File: src/rtl/windowed_stddev_activity_detector_top_assert.svh
// Assertion macros shared by the activity detector RTL.
// Included by the modules that carry concurrent checks; no other dependencies.
`ifndef WINDOWED_STDDEV_ACTIVITY_DETECTOR_TOP_ASSERT_SVH
`define WINDOWED_STDDEV_ACTIVITY_DETECTOR_TOP_ASSERT_SVH

// Condition must hold in the same cycle as the trigger
`define WSAD_ASSERT_IMP(name, clk, rst, ante, cons) \
  name: assert property (@(posedge clk) disable iff (rst) (ante) |-> (cons)) \
    else $error("wsad: assertion failed");

// Condition must hold in the cycle after the trigger
`define WSAD_ASSERT_NEXT(name, clk, rst, ante, cons) \
  name: assert property (@(posedge clk) disable iff (rst) (ante) |=> (cons)) \
    else $error("wsad: assertion failed");

// Condition must hold at every clock edge out of reset
`define WSAD_ASSERT_ALWAYS(name, clk, rst, expr) \
  name: assert property (@(posedge clk) disable iff (rst) (expr)) \
    else $error("wsad: assertion failed");

`endif

File: src/rtl/wsad_pkg.sv
// Shared types and constants for the windowed standard deviation activity detector.
// No dependencies; imported by every module of the block.
package wsad_pkg;

  // Fixed field widths
  localparam int THR_BITS      = 12;
  localparam int RUN_BITS      = 8;
  localparam int FRAME_BITS    = 16;
  localparam int SCALE_BITS    = 16;
  localparam int OFFSET_BITS   = 21;
  localparam int LEN_BITS      = 34;
  localparam int CFG_IDX_BITS  = 3;
  localparam int CFG_DATA_BITS = 21;

  // Configuration register indexes
  localparam logic [CFG_IDX_BITS-1:0] CFG_STD_THRESHOLD  = 3'd0;
  localparam logic [CFG_IDX_BITS-1:0] CFG_START_RUN      = 3'd1;
  localparam logic [CFG_IDX_BITS-1:0] CFG_STOP_RUN       = 3'd2;
  localparam logic [CFG_IDX_BITS-1:0] CFG_MIN_EVENT      = 3'd3;
  localparam logic [CFG_IDX_BITS-1:0] CFG_LENGTH_SCALE   = 3'd4;
  localparam logic [CFG_IDX_BITS-1:0] CFG_LENGTH_OFFSET  = 3'd5;

  // Reset values of the configuration registers
  localparam logic [THR_BITS-1:0]           RST_STD_THRESHOLD = 12'd100;
  localparam logic [RUN_BITS-1:0]           RST_START_RUN     = 8'd3;
  localparam logic [RUN_BITS-1:0]           RST_STOP_RUN      = 8'd8;
  localparam logic [RUN_BITS-1:0]           RST_MIN_EVENT     = 8'd5;
  localparam logic [SCALE_BITS-1:0]         RST_LENGTH_SCALE  = 16'd21627;
  localparam logic signed [OFFSET_BITS-1:0] RST_LENGTH_OFFSET = -21'sd88785;

  // Saturation limits
  localparam logic [RUN_BITS-1:0]   RUN_MAX   = '1;
  localparam logic [FRAME_BITS-1:0] FRAME_MAX = '1;
  localparam longint LEN_MAX = 64'sd8589934591;
  localparam longint LEN_MIN = -64'sd8589934592;

  // Result queue between front and back
  localparam int QUEUE_DEPTH = 4;
  localparam int QUEUE_PTR_W = $clog2(QUEUE_DEPTH);

  typedef struct packed {
    logic [THR_BITS-1:0]           std_threshold;
    logic [RUN_BITS-1:0]           start_run;
    logic [RUN_BITS-1:0]           stop_run;
    logic [RUN_BITS-1:0]           min_event_frames;
    logic [SCALE_BITS-1:0]         length_scale_q12;
    logic signed [OFFSET_BITS-1:0] length_offset_q12;
  } wsad_cfg_t;

  typedef struct packed {
    logic                  event_start;
    logic                  event_end;
    logic                  too_short;
    logic [FRAME_BITS-1:0] event_frames;
  } wsad_flags_t;

endpackage

File: src/rtl/wsad_front.sv
// Front part: sample window, variance test and run counters of the activity detector.
// Depends on wsad_pkg; feeds one classified beat per sample into the result queue.
module wsad_front #(
  parameter int WINDOW_LEN  = 5,
  parameter int SAMPLE_BITS = 12,
  parameter int COUNT_BITS  = 16
) (
  input  logic                       clk,
  input  logic                       rst,
  input  wsad_pkg::wsad_cfg_t        cfg,
  input  logic                       in_valid,
  output logic                       in_stall,
  input  logic [SAMPLE_BITS-1:0]     sample,
  input  logic                       q_full,
  output logic                       push,
  output wsad_pkg::wsad_flags_t      flags,
  output logic [COUNT_BITS-1:0]      count
);
  import wsad_pkg::*;

  localparam int LOG_N = $clog2(WINDOW_LEN);
  localparam int SUM_W = SAMPLE_BITS + LOG_N;
  localparam int SQ_W  = 2 * SAMPLE_BITS;
  localparam int SSQ_W = 2 * SAMPLE_BITS + LOG_N;
  localparam int V_W   = 2 * SAMPLE_BITS + 2 * LOG_N;
  localparam int THR_W = 2 * THR_BITS + 2 * LOG_N;
  localparam int CMP_W = ((V_W > THR_W) ? V_W : THR_W) + 1;
  localparam logic [COUNT_BITS-1:0] COUNT_MAX = '1;

  logic                   adv;
  logic                   v0, v1, v2;
  logic [SAMPLE_BITS-1:0] window [WINDOW_LEN];
  logic [SUM_W-1:0]       sum_c, sum1;
  logic [SSQ_W-1:0]       ssq_c, ssq1;
  logic [V_W-1:0]         sqsum2, nssq2;
  logic [SQ_W-1:0]        thr_sq;
  logic [THR_W-1:0]       thr_term;
  logic                   busy;

  logic [RUN_BITS-1:0]    busy_run, busy_run_next;
  logic [RUN_BITS-1:0]    quiet_run, quiet_run_next;
  logic                   in_event, in_event_next;
  logic [COUNT_BITS-1:0]  event_count, event_count_next, count_inc;
  logic [31:0]            count_wide;

  // Whole pipeline advances unless the last stage is blocked by a full queue
  assign adv      = !v2 || !q_full;
  assign in_stall = rst || !adv;
  assign push     = v2 && adv;

  // Stage 0: shift the new sample into the window
  always_ff @(posedge clk) begin
    if (rst) begin
      v0 <= 1'b0;
      for (int i = 0; i < WINDOW_LEN; i++) window[i] <= '0;
    end else if (adv) begin
      v0 <= in_valid;
      if (in_valid) begin
        for (int i = 0; i < WINDOW_LEN - 1; i++) window[i] <= window[i + 1];
        window[WINDOW_LEN - 1] <= sample;
      end
    end
  end

  // Stage 1: window sum and sum of squares
  always_comb begin
    sum_c = '0;
    ssq_c = '0;
    for (int i = 0; i < WINDOW_LEN; i++) begin
      sum_c = sum_c + SUM_W'(window[i]);
      ssq_c = ssq_c + SSQ_W'(SQ_W'(window[i]) * SQ_W'(window[i]));
    end
  end

  always_ff @(posedge clk) begin
    if (rst) begin
      v1 <= 1'b0;
    end else if (adv) begin
      v1 <= v0;
    end
  end

  always_ff @(posedge clk) begin
    if (adv) begin
      sum1 <= sum_c;
      ssq1 <= ssq_c;
    end
  end

  // Stage 2: square of the sum and scaled sum of squares
  always_ff @(posedge clk) begin
    if (rst) begin
      v2 <= 1'b0;
    end else if (adv) begin
      v2 <= v1;
    end
  end

  always_ff @(posedge clk) begin
    if (adv) begin
      sqsum2 <= V_W'(sum1) * V_W'(sum1);
      nssq2  <= V_W'(ssq1) * V_W'(WINDOW_LEN);
    end
  end

  // Threshold term N*N*T*T, recomputed every cycle from the register
  always_ff @(posedge clk) begin
    thr_sq   <= SQ_W'(cfg.std_threshold) * SQ_W'(cfg.std_threshold);
    thr_term <= THR_W'(thr_sq) * THR_W'(WINDOW_LEN * WINDOW_LEN);
  end

  // Stage 3: busy test, without a square root
  assign busy = CMP_W'(nssq2) >= (CMP_W'(sqsum2) + CMP_W'(thr_term));

  assign count_inc  = (event_count == COUNT_MAX) ? event_count : event_count + 1'b1;
  assign count_wide = 32'(count_inc);

  // Run counters and event framing
  always_comb begin
    busy_run_next    = busy_run;
    quiet_run_next   = quiet_run;
    in_event_next    = in_event;
    event_count_next = event_count;
    flags            = '0;
    count            = '0;
    if (busy) begin
      busy_run_next  = (busy_run == RUN_MAX) ? busy_run : busy_run + 1'b1;
      quiet_run_next = '0;
      if (in_event) event_count_next = count_inc;
      if (!in_event && (busy_run_next >= cfg.start_run)) begin
        in_event_next     = 1'b1;
        busy_run_next     = '0;
        event_count_next  = '0;
        flags.event_start = 1'b1;
      end
    end else begin
      quiet_run_next = (quiet_run == RUN_MAX) ? quiet_run : quiet_run + 1'b1;
      busy_run_next  = '0;
      if (in_event) begin
        event_count_next = count_inc;
        if (quiet_run_next >= cfg.stop_run) begin
          in_event_next      = 1'b0;
          quiet_run_next     = '0;
          event_count_next   = '0;
          flags.event_frames = (count_wide > 32'(FRAME_MAX)) ? FRAME_MAX
                                                             : count_wide[FRAME_BITS-1:0];
          if (count_wide < 32'(cfg.min_event_frames)) begin
            flags.too_short = 1'b1;
          end else begin
            flags.event_end = 1'b1;
            count           = count_inc;
          end
        end
      end
    end
  end

  // Commit counter state once the beat enters the queue
  always_ff @(posedge clk) begin
    if (rst) begin
      busy_run    <= '0;
      quiet_run   <= '0;
      in_event    <= 1'b0;
      event_count <= '0;
    end else if (push) begin
      busy_run    <= busy_run_next;
      quiet_run   <= quiet_run_next;
      in_event    <= in_event_next;
      event_count <= event_count_next;
    end
  end

endmodule

File: src/rtl/wsad_queue.sv
// Short result queue that decouples the detector front from the length back end.
// Depends on wsad_pkg for depth and on the shared assertion macro header.
`include "windowed_stddev_activity_detector_top_assert.svh"
module wsad_queue #(
  parameter int WIDTH = 36
) (
  input  logic             clk,
  input  logic             rst,
  input  logic             push,
  input  logic [WIDTH-1:0] wdata,
  input  logic             pop,
  output logic [WIDTH-1:0] rdata,
  output logic             full,
  output logic             empty
);
  import wsad_pkg::*;

  logic [WIDTH-1:0]       entries [QUEUE_DEPTH];
  logic [QUEUE_PTR_W-1:0] wr_ptr, rd_ptr;
  logic [QUEUE_PTR_W:0]   fill;

  assign full  = (fill == (QUEUE_PTR_W + 1)'(QUEUE_DEPTH));
  assign empty = (fill == '0);
  assign rdata = entries[rd_ptr];

  // Store the pushed beat
  always_ff @(posedge clk) begin
    if (push) entries[wr_ptr] <= wdata;
  end

  // Advance pointers and fill level
  always_ff @(posedge clk) begin
    if (rst) begin
      wr_ptr <= '0;
      rd_ptr <= '0;
      fill   <= '0;
    end else begin
      if (push) begin
        wr_ptr <= (wr_ptr == QUEUE_PTR_W'(QUEUE_DEPTH - 1)) ? '0 : wr_ptr + 1'b1;
      end
      if (pop) begin
        rd_ptr <= (rd_ptr == QUEUE_PTR_W'(QUEUE_DEPTH - 1)) ? '0 : rd_ptr + 1'b1;
      end
      if (push && !pop) begin
        fill <= fill + 1'b1;
      end else if (pop && !push) begin
        fill <= fill - 1'b1;
      end
    end
  end

  `WSAD_ASSERT_IMP(a_no_push_when_full, clk, rst, push, !full)
  `WSAD_ASSERT_IMP(a_no_pop_when_empty, clk, rst, pop, !empty)
  `WSAD_ASSERT_NEXT(a_push_leaves_data, clk, rst, push && !pop, !empty)
  `WSAD_ASSERT_ALWAYS(a_fill_in_range, clk, rst, fill <= (QUEUE_PTR_W + 1)'(QUEUE_DEPTH))

endmodule

File: src/rtl/wsad_back.sv
// Back part: scales the frame count of an ended event into a Q12 length and drives results.
// Depends on wsad_pkg; pops beats from the result queue.
module wsad_back #(
  parameter int COUNT_BITS = 16
) (
  input  logic                                   clk,
  input  logic                                   rst,
  input  wsad_pkg::wsad_cfg_t                    cfg,
  input  logic                                   q_empty,
  input  wsad_pkg::wsad_flags_t                  q_flags,
  input  logic [COUNT_BITS-1:0]                  q_count,
  output logic                                   pop,
  output logic                                   out_valid,
  input  logic                                   out_stall,
  output logic                                   event_start,
  output logic                                   event_end,
  output logic                                   too_short,
  output logic [wsad_pkg::FRAME_BITS-1:0]        event_frames,
  output logic signed [wsad_pkg::LEN_BITS-1:0]   length_q12
);
  import wsad_pkg::*;

  localparam int PROD_W = COUNT_BITS + SCALE_BITS;
  localparam int S_W    = (PROD_W + 2 > LEN_BITS + 1) ? PROD_W + 2 : LEN_BITS + 1;
  localparam logic signed [S_W-1:0] LMAX = S_W'(LEN_MAX);
  localparam logic signed [S_W-1:0] LMIN = S_W'(LEN_MIN);

  logic                    adv;
  logic                    b1v, b2v;
  wsad_flags_t             b1_flags, b2_flags;
  logic [PROD_W-1:0]       b1_prod;
  logic signed [S_W-1:0]   len_sum, len_sat;
  logic [LEN_BITS-1:0]     b2_len;

  // Both stages move together unless the held result is stalled
  assign adv = !b2v || !out_stall;
  assign pop = adv && !q_empty;

  always_ff @(posedge clk) begin
    if (rst) begin
      b1v <= 1'b0;
      b2v <= 1'b0;
    end else if (adv) begin
      b1v <= !q_empty;
      b2v <= b1v;
    end
  end

  // Stage 1: frames times scale
  always_ff @(posedge clk) begin
    if (adv) begin
      b1_flags <= q_flags;
      b1_prod  <= PROD_W'(q_count) * PROD_W'(cfg.length_scale_q12);
    end
  end

  // Stage 2: add the offset and clamp to the signed output range
  assign len_sum = $signed(S_W'(b1_prod)) + S_W'(cfg.length_offset_q12);

  always_comb begin
    if (len_sum > LMAX) begin
      len_sat = LMAX;
    end else if (len_sum < LMIN) begin
      len_sat = LMIN;
    end else begin
      len_sat = len_sum;
    end
  end

  always_ff @(posedge clk) begin
    if (adv) begin
      b2_flags <= b1_flags;
      b2_len   <= b1_flags.event_end ? len_sat[LEN_BITS-1:0] : '0;
    end
  end

  assign out_valid    = b2v;
  assign event_start  = b2_flags.event_start;
  assign event_end    = b2_flags.event_end;
  assign too_short    = b2_flags.too_short;
  assign event_frames = b2_flags.event_frames;
  assign length_q12   = $signed(b2_len);

endmodule

File: src/rtl/windowed_stddev_activity_detector_top.sv
// Top level of the windowed standard deviation activity detector.
// Depends on wsad_pkg, wsad_front, wsad_queue and wsad_back.
//
// One sample is taken per clock while in_stall is low, and one result beat leaves per
// sample; stalls on the result side are absorbed by a four-entry queue until it fills,
// then reach the sample side as in_stall. From acceptance to its result a sample passes
// four front stages (window shift, sums, squares of the sum, run counters) and, after
// the queue, two back stages (scale multiply, then offset add and clamp into the output
// register). Registers are written through cfg_write, cfg_index and cfg_data; the user
// must write them only while idle, the block itself does not enforce it. There is no
// start-up sweep: the window comes out of reset as zeros.
module windowed_stddev_activity_detector_top #(
  parameter int WINDOW_LEN  = 5,
  parameter int SAMPLE_BITS = 12,
  parameter int COUNT_BITS  = 16
) (
  input  logic                                    clk,
  input  logic                                    rst,
  input  logic                                    cfg_write,
  input  logic [wsad_pkg::CFG_IDX_BITS-1:0]       cfg_index,
  input  logic [wsad_pkg::CFG_DATA_BITS-1:0]      cfg_data,
  input  logic                                    in_valid,
  output logic                                    in_stall,
  input  logic [SAMPLE_BITS-1:0]                  sample,
  output logic                                    out_valid,
  input  logic                                    out_stall,
  output logic                                    event_start,
  output logic                                    event_end,
  output logic                                    too_short,
  output logic [wsad_pkg::FRAME_BITS-1:0]         event_frames,
  output logic signed [wsad_pkg::LEN_BITS-1:0]    length_q12
);
  import wsad_pkg::*;

  localparam int FLAGS_W = $bits(wsad_flags_t);
  localparam int ENTRY_W = FLAGS_W + COUNT_BITS;

  wsad_cfg_t             cfg;
  logic                  push, pop, q_full, q_empty;
  wsad_flags_t           f_flags, q_flags;
  logic [COUNT_BITS-1:0] f_count, q_count;
  logic [ENTRY_W-1:0]    q_rdata;

  // Configuration registers; unknown indexes are dropped
  always_ff @(posedge clk) begin
    if (rst) begin
      cfg.std_threshold     <= RST_STD_THRESHOLD;
      cfg.start_run         <= RST_START_RUN;
      cfg.stop_run          <= RST_STOP_RUN;
      cfg.min_event_frames  <= RST_MIN_EVENT;
      cfg.length_scale_q12  <= RST_LENGTH_SCALE;
      cfg.length_offset_q12 <= RST_LENGTH_OFFSET;
    end else if (cfg_write) begin
      case (cfg_index)
        CFG_STD_THRESHOLD: cfg.std_threshold     <= cfg_data[THR_BITS-1:0];
        CFG_START_RUN:     cfg.start_run         <= cfg_data[RUN_BITS-1:0];
        CFG_STOP_RUN:      cfg.stop_run          <= cfg_data[RUN_BITS-1:0];
        CFG_MIN_EVENT:     cfg.min_event_frames  <= cfg_data[RUN_BITS-1:0];
        CFG_LENGTH_SCALE:  cfg.length_scale_q12  <= cfg_data[SCALE_BITS-1:0];
        CFG_LENGTH_OFFSET: cfg.length_offset_q12 <= $signed(cfg_data[OFFSET_BITS-1:0]);
        default: ;
      endcase
    end
  end

  wsad_front #(
    .WINDOW_LEN  (WINDOW_LEN),
    .SAMPLE_BITS (SAMPLE_BITS),
    .COUNT_BITS  (COUNT_BITS)
  ) u_front (
    .clk      (clk),
    .rst      (rst),
    .cfg      (cfg),
    .in_valid (in_valid),
    .in_stall (in_stall),
    .sample   (sample),
    .q_full   (q_full),
    .push     (push),
    .flags    (f_flags),
    .count    (f_count)
  );

  wsad_queue #(
    .WIDTH (ENTRY_W)
  ) u_queue (
    .clk   (clk),
    .rst   (rst),
    .push  (push),
    .wdata ({f_flags, f_count}),
    .pop   (pop),
    .rdata (q_rdata),
    .full  (q_full),
    .empty (q_empty)
  );

  // Split the queue entry back into flags and frame count
  assign q_flags = q_rdata[ENTRY_W-1:COUNT_BITS];
  assign q_count = q_rdata[COUNT_BITS-1:0];

  wsad_back #(
    .COUNT_BITS (COUNT_BITS)
  ) u_back (
    .clk          (clk),
    .rst          (rst),
    .cfg          (cfg),
    .q_empty      (q_empty),
    .q_flags      (q_flags),
    .q_count      (q_count),
    .pop          (pop),
    .out_valid    (out_valid),
    .out_stall    (out_stall),
    .event_start  (event_start),
    .event_end    (event_end),
    .too_short    (too_short),
    .event_frames (event_frames),
    .length_q12   (length_q12)
  );

endmodule

File: config.mk
export PLATFORM = sky130hd
export DESIGN_NAME = windowed_stddev_activity_detector_top
export DESIGN_NICKNAME = d
export VERILOG_FILES = /design/src/rtl/wsad_pkg.sv /design/src/rtl/wsad_front.sv /design/src/rtl/wsad_queue.sv /design/src/rtl/wsad_back.sv /design/src/rtl/windowed_stddev_activity_detector_top.sv
export VERILOG_INCLUDE_DIRS = /design/src /design/src/rtl
export SDC_FILE = /design/constraint.sdc
export NUM_CORES = 2
export LEC_CHECK = 0
export BUFFER_PORTS_ARGS = -buffer_cell sky130_fd_sc_hd__buf_2
export CORE_AREA = 2 2 445 447
export CTS_BUF_LIST = sky130_fd_sc_hd__clkbuf_4 sky130_fd_sc_hd__clkbuf_8
export DETAILED_ROUTE_END_ITERATION = 10
export DIE_AREA = 0 0 447 449
export GPL_TIMING_DRIVEN = 0
export HOLD_SLACK_MARGIN = 0.05
export PLACE_DENSITY = 0.57
export SETUP_SLACK_MARGIN = 0.1
export SLEW_MARGIN = 20
export SYNTH_ARGS = -nofsm -noshare
export SYNTH_HDL_FRONTEND = slang
export SYNTH_HIERARCHICAL = 1
export SYNTH_SLANG_ARGS = --single-unit
File: constraint.sdc
create_clock -name clk -period 8.7 [get_ports clk]
set_input_delay 0 -clock clk [delete_from_list [all_inputs] [get_ports clk]]
set_output_delay 0 -clock clk [all_outputs]
set_load 0.05 [all_outputs]
Yosys cells after proc, flatten, opt, wreduce, memory -nomap -nowiden
Memory sizes are Yosys's and may differ from the RTL's. A register that Yosys moved wholly into a read port is not among the register bits.
Index checks and enable logic that the tools add are counted.
Widths: inputs -> output; s select.
Word-level totals
  register bits: 377
  latch bits: 0
  bits in writable memories: 200
  memory bits (read-only): 0
  input port bits: 41
  output and inout bits: 55
  memories: 2
Memory list
  u_queue.entries: words 4, width 35, read ports 1, clocked after Yosys merged registers in 1, wr ports 1, RTL line wsad_queue.sv:18  | logic [WIDTH-1:0] entries [QUEUE_DEPTH];
  u_front.window: words 5, width 12, read ports 5, clocked after Yosys merged registers in 0, wr ports 5, RTL line wsad_front.sv:32  | logic [SAMPLE_BITS-1:0] window [WINDOW_LEN];
Operators by class
  add/subtract/negate cells: 17
  multiply operators: 10
  divide/modulo/power cells: 0
  $lt $le $gt $ge: 7
  equal/unequal tests: 12
  shifts and indexed selects: 0
  muxes and demuxes: 50
  bitwise gates (word level): 6
  reduce and logical (&&, ||, !) cells: 31
Operators by type and width (count)
  $mux 16: 11
  $mul 12x12->24: 6
  $add 27x24->27: 3
  $mux 12: 5
  $mux 8: 7
  $mux 18: 3
  $add 15x12->15: 3
  $add 33x21->34: 1
  $gt 34x34->1 const B: 1
  $lt 34x34->1 const B: 1
  $mux 34: 1
  $mux 33: 1
  $mul 16x16->32: 1
  $add 30x29->31: 1
  $ge 30x31->1: 1
  $mul 15x15->30: 1
  $mul 27x3->30 const B: 1
  $mul 24x5->29 const B: 1
  $add 24x24->25: 1
  $add 16x1->16 const B: 1
  $add 8x1->8 const B: 2
  $eq 16x16->1 const B: 1
  $eq 8x8->1 const B: 2
  $ge 8x8->1: 2
  24 further kinds: 75

Logic depth before layout (Yosys ltp)
  depth after elaboration: 8
  depth in mapped cells: 30

By module
Netlist, hierarchy kept.
By module, submodules not included
  wsad_front: instances 1, cells an instance 4704, area each 46150.5 um^2, sequential area each 6576.3 um^2
  wsad_back: instances 1, cells an instance 1354, area each 13461.7 um^2, sequential area each 3163.0 um^2
  wsad_queue: instances 1, cells an instance 227, area each 5542.8 um^2, sequential area each 4384.2 um^2
  windowed_stddev_activity_detector_top: instances 1, cells an instance 283, area each 2930.3 um^2, sequential area each 1461.4 um^2

Least setup slack after synthesis
Ideal clock, no wire load.
  path kind: register to register
  from: memory u_front.window[3][8] (netlist: u_front/window[0][44])
  to: register u_front.ssq1[25] (data pin)
  library setup time: 262 ps
  data arrival time: 7504 ps
  required time: 8438 ps
  slack: 934 ps
  stages on the path, launching flop included: 28
  clock period less this slack: 7766 ps
  path through: edfxtp_1 clkbuf_1 and2_1 fa_1 inv_1 fa_1 inv_1 fa_1 inv_1 fa_1 inv_1 fa_1 fa_1 fa_1 fa_1 inv_1 fa_1 inv_1 ha_1 a211oi_1 nor2_1 o31ai_1 o21ai_0 a41oi_1 a21oi_1 a211oi_1 a21oi_1 xor2_1
RTL lines
  from (decl): RTL line wsad_front.sv:32
  to (signal assigned): RTL line wsad_front.sv:86  | ssq1 <= ssq_c;
  to (decl): RTL line wsad_front.sv:34  | logic [SSQ_W-1:0] ssq_c, ssq1;

==> results.json <==
{
  "outcome": "finished, final reports clean",
  "crit_buf_inv": 9,
  "clock_path_buffers": 3,
  "die_h_um": 449,
  "vias": 46002,
  "grt_pass1_wl_um": 277800,
  "maxCapViolCount": 0,
  "yosysSeqAreaShare_pct": 22.89,
  "yosys-top-cells-count": "1423 x inv_1, 1029 x fa_1, 759 x ha_1",
  "gr-total-overflow": 0,
  "syn2layout_area_growth_pct": 12.04,
  "fin_nets": 8769,
  "yosysUniqueCellTypes": 118,
  "dp_hpwl_um": 140100,
  "hold_path_startpoint": "cfg_write",
  "drive_gt1_share_pct": 8.313,
  "crit_path_max_fanout": 10,
  "tns_ns": 0,
  "drc": 0,
  "cts.sink_count": 576,
  "yosysTopAreaCell": "fa_1",
  "path_delay_family": "adder cells",
  "path_clk_slew_ns": 0.06,
  "finalInstanceArea_um2": 76290,
  "h-tree-depth": 3,
  "rsz0062_at_grt": "yes",
  "worstSetupStartpoint": "u_front/window[0][4]$_SDFFCE_PN0P_",
  "place_inst": 9313,
  "synth_ff_type": "edfxtp_1",
  "final-hold-violation-count": 0,
  "die-area_um2": 200700,
  "drt_iter0_drc": 2323,
  "antenna_left": 0,
  "start_util_pct": 34.70,
  "viasPerCell": 4.751,
  "grt_pass1_vias": 50224,
  "path_common_cell": "fa_1",
  "antenna_found_initial": 9,
  "dieWidth_um": 447,
  "synthCells": 6568,
  "synth-edff-count": 405,
  "cts_tree": "yes",
  "gp_congestion": 0.8834,
  "final_cells": 9683,
  "cts-root-buf": "clkbuf_8",
  "netlist_top_cells_area": "fa_1 30%, edfxtp_1 18%, ha_1 14%, inv_1 7.8%, dfxtp_1 5.0%",
  "cts_buffers": 110,
  "crit_type": "reg -> reg",
  "synth_area_per_cell_um2": 10.37,
  "io_pins": 96,
  "fin_crit_sh_pct": 97.52,
  "num_rows": 163,
  "yosys_register_bits": 576,
  "wire_per_inst_um": 17.88,
  "finalCriticalPeriod_ns": 8.484,
  "numPortBuffers": 95,
  "synth_top_area_share_pct": 30.26,
  "core_um2": 196200,
  "grt_usage_pct": 17.70,
  "rr_startpoint": "u_front/window[0][4]$_SDFFCE_PN0P_",
  "worstPathRequired_ns": 9.29,
  "first_pass_iters": 6,
  "synth-async-reset-ratio_pct": 0,
  "cpPeakStageDelay_ns": 0.55,
  "crit_arrival_ns": 9.07,
  "cp-end-kind": "flip-flop",
  "grt_max_degree": 56,
  "syn_area_um2": 68090,
  "fmax_mhz": 117.9,
  "slew_headroom_pct": 25.29,
  "placed_area_um2": 72120,
  "critPathLaunchType": "flip-flop",
  "ys_warn_count": 6,
  "route.final.wire_length_um": 173100,
  "worstMarginPinSlew_ns": 1.121,
  "cp_slowest_cell": "fa_1",
  "synth_most_common_cell": "inv_1",
  "hold_path_class": "in -> reg",
  "clkLatencyLatePin_ns": 0.88,
  "slew_viol_final": 0,
  "clock_skew_ns": 0.08706,
  "setup_viol": 0
}
[layout by cell type, fill, tap and decap left out, types with 95 or more instances in the layout]
cell type / n
xnor2_1: 162
and2_1: 446
inv_1: 1419
edfxtp_1: 405
nand2_1: 456
a21oi_1: 179
clkbuf_1: 95
dfxtp_1: 171
buf_2: 116
fa_1: 1029
nor2_1: 281
ha_1: 758
clkbuf_8: 126
[flip-flops by register name, indices dropped and copies added, names as in the netlist, 2 cells and up, named ones only]
| register | cells |
|---|---|
| u_front/ssq1 | 27 |
| u_back/length_q12 | 34 |
| u_back/b1_flags | 19 |
| u_front/thr_sq | 23 |
| u_queue/wr_ptr | 2 |
| u_front/window | 60 |
| u_queue/fill | 3 |
| u_front/event_count | 16 |
| u_queue/rd_ptr | 2 |
| u_front/sum1 | 15 |
| u_queue/entries | 140 |
| u_front/sqsum2 | 29 |
| u_back/event_frames | 16 |
| u_front/quiet_run | 8 |
| u_front/thr_term | 28 |
| cfg | 73 |
| u_front/nssq2 | 30 |
| u_front/busy_run | 8 |
| u_back/b1_prod | 32 |
[path summary, 6_finish.rpt]
| kind | end | slack, ns | cells after the start |
|---|---|---|---|
| worst max-delay path | u_front/ssq1[25]$_DFFE_PN_ | 0.22 | 29 |
| worst min-delay path | cfg[0]$_SDFFE_PP1P_ | 0.16 | 4 |
| worst max register to register | u_front/ssq1[25]$_DFFE_PN_ | 0.22 | 29 |
| worst min register to register | u_front/thr_term[0]$_DFF_P_ | 0.39 | 0 |
[tightest hold or removal path, cell delays in order]
cell,delay [ns]
dlygate4sd3_1,0.53
buf_2,0.17
nand4b_1,0.14
mux2i_1,0.09
[per-stage QoR]
step / hold WS [ns] / worst slack, ns / util (%)
floorplan: 0.06907 / 0.9342 / -
global placement: 0.2756 / -1.399 / 36.63
detailed placement: 0.2832 / -1.504 / 36.76
CTS: 0.05004 / 0.05789 / 38.73
global route: 0.1167 / 0.06629 / 38.88
finish: 0.1570 / 0.2159 / 38.88
[what timing repair did]
action	CTS	global route
endpoints found under the hold margin	228	0
gates resized for setup	76	67
buffers inserted	41	22
hold buffers	92	0
endpoints found under the setup margin	8	7
gates cloned	0	0
pin swaps	2	2
[metal layers]
metal	global-route usage, %	wire, um	up-vias
li1	-	-	21644
met1	23.02	75530	23155
met2	30.23	83960	939
met3	2.460	7789	260
met4	5.738	5813	4
met5	0	26	-
[final cells by class]
class | instances | area [um^2]
Clock inverter | 50 | 442.9
Clock buffer | 159 | 1976
Tap cell | 2640 | 3303
Multi-Input combinational cell | 4391 | 46540
Buffer | 177 | 948.4
Timing Repair Buffer | 259 | 2107
Antenna cell | 6 | 15.01
Inverter | 1425 | 5365
Fill cell | 19472 | 119900
Sequential cell | 576 | 15580
[logic make-up (layout without fill, tap and decap cells)]
| family | Yosys count | after routing | synth area share (%) |
|---|---|---|---|
| multiplexers | 126 | 126 | 2.532 |
| flip-flops | 576 | 576 | 22.89 |
| AO/OA/AOI/OAI | 647 | 647 | 6.309 |
| XOR/XNOR | 239 | 239 | 3.097 |
| adder cells (fa/ha/maj) | 1788 | 1788 | 44.20 |
| AND/OR/NAND/NOR | 1589 | 1589 | 11.92 |
| buffers and inverters | 1602 | 2070 | 9.045 |
| other | 1 | 8 | 0.005508 |
Power is not shown: default switching activity piles up to over one toggle a cycle in this logic, so the estimate is an artifact.
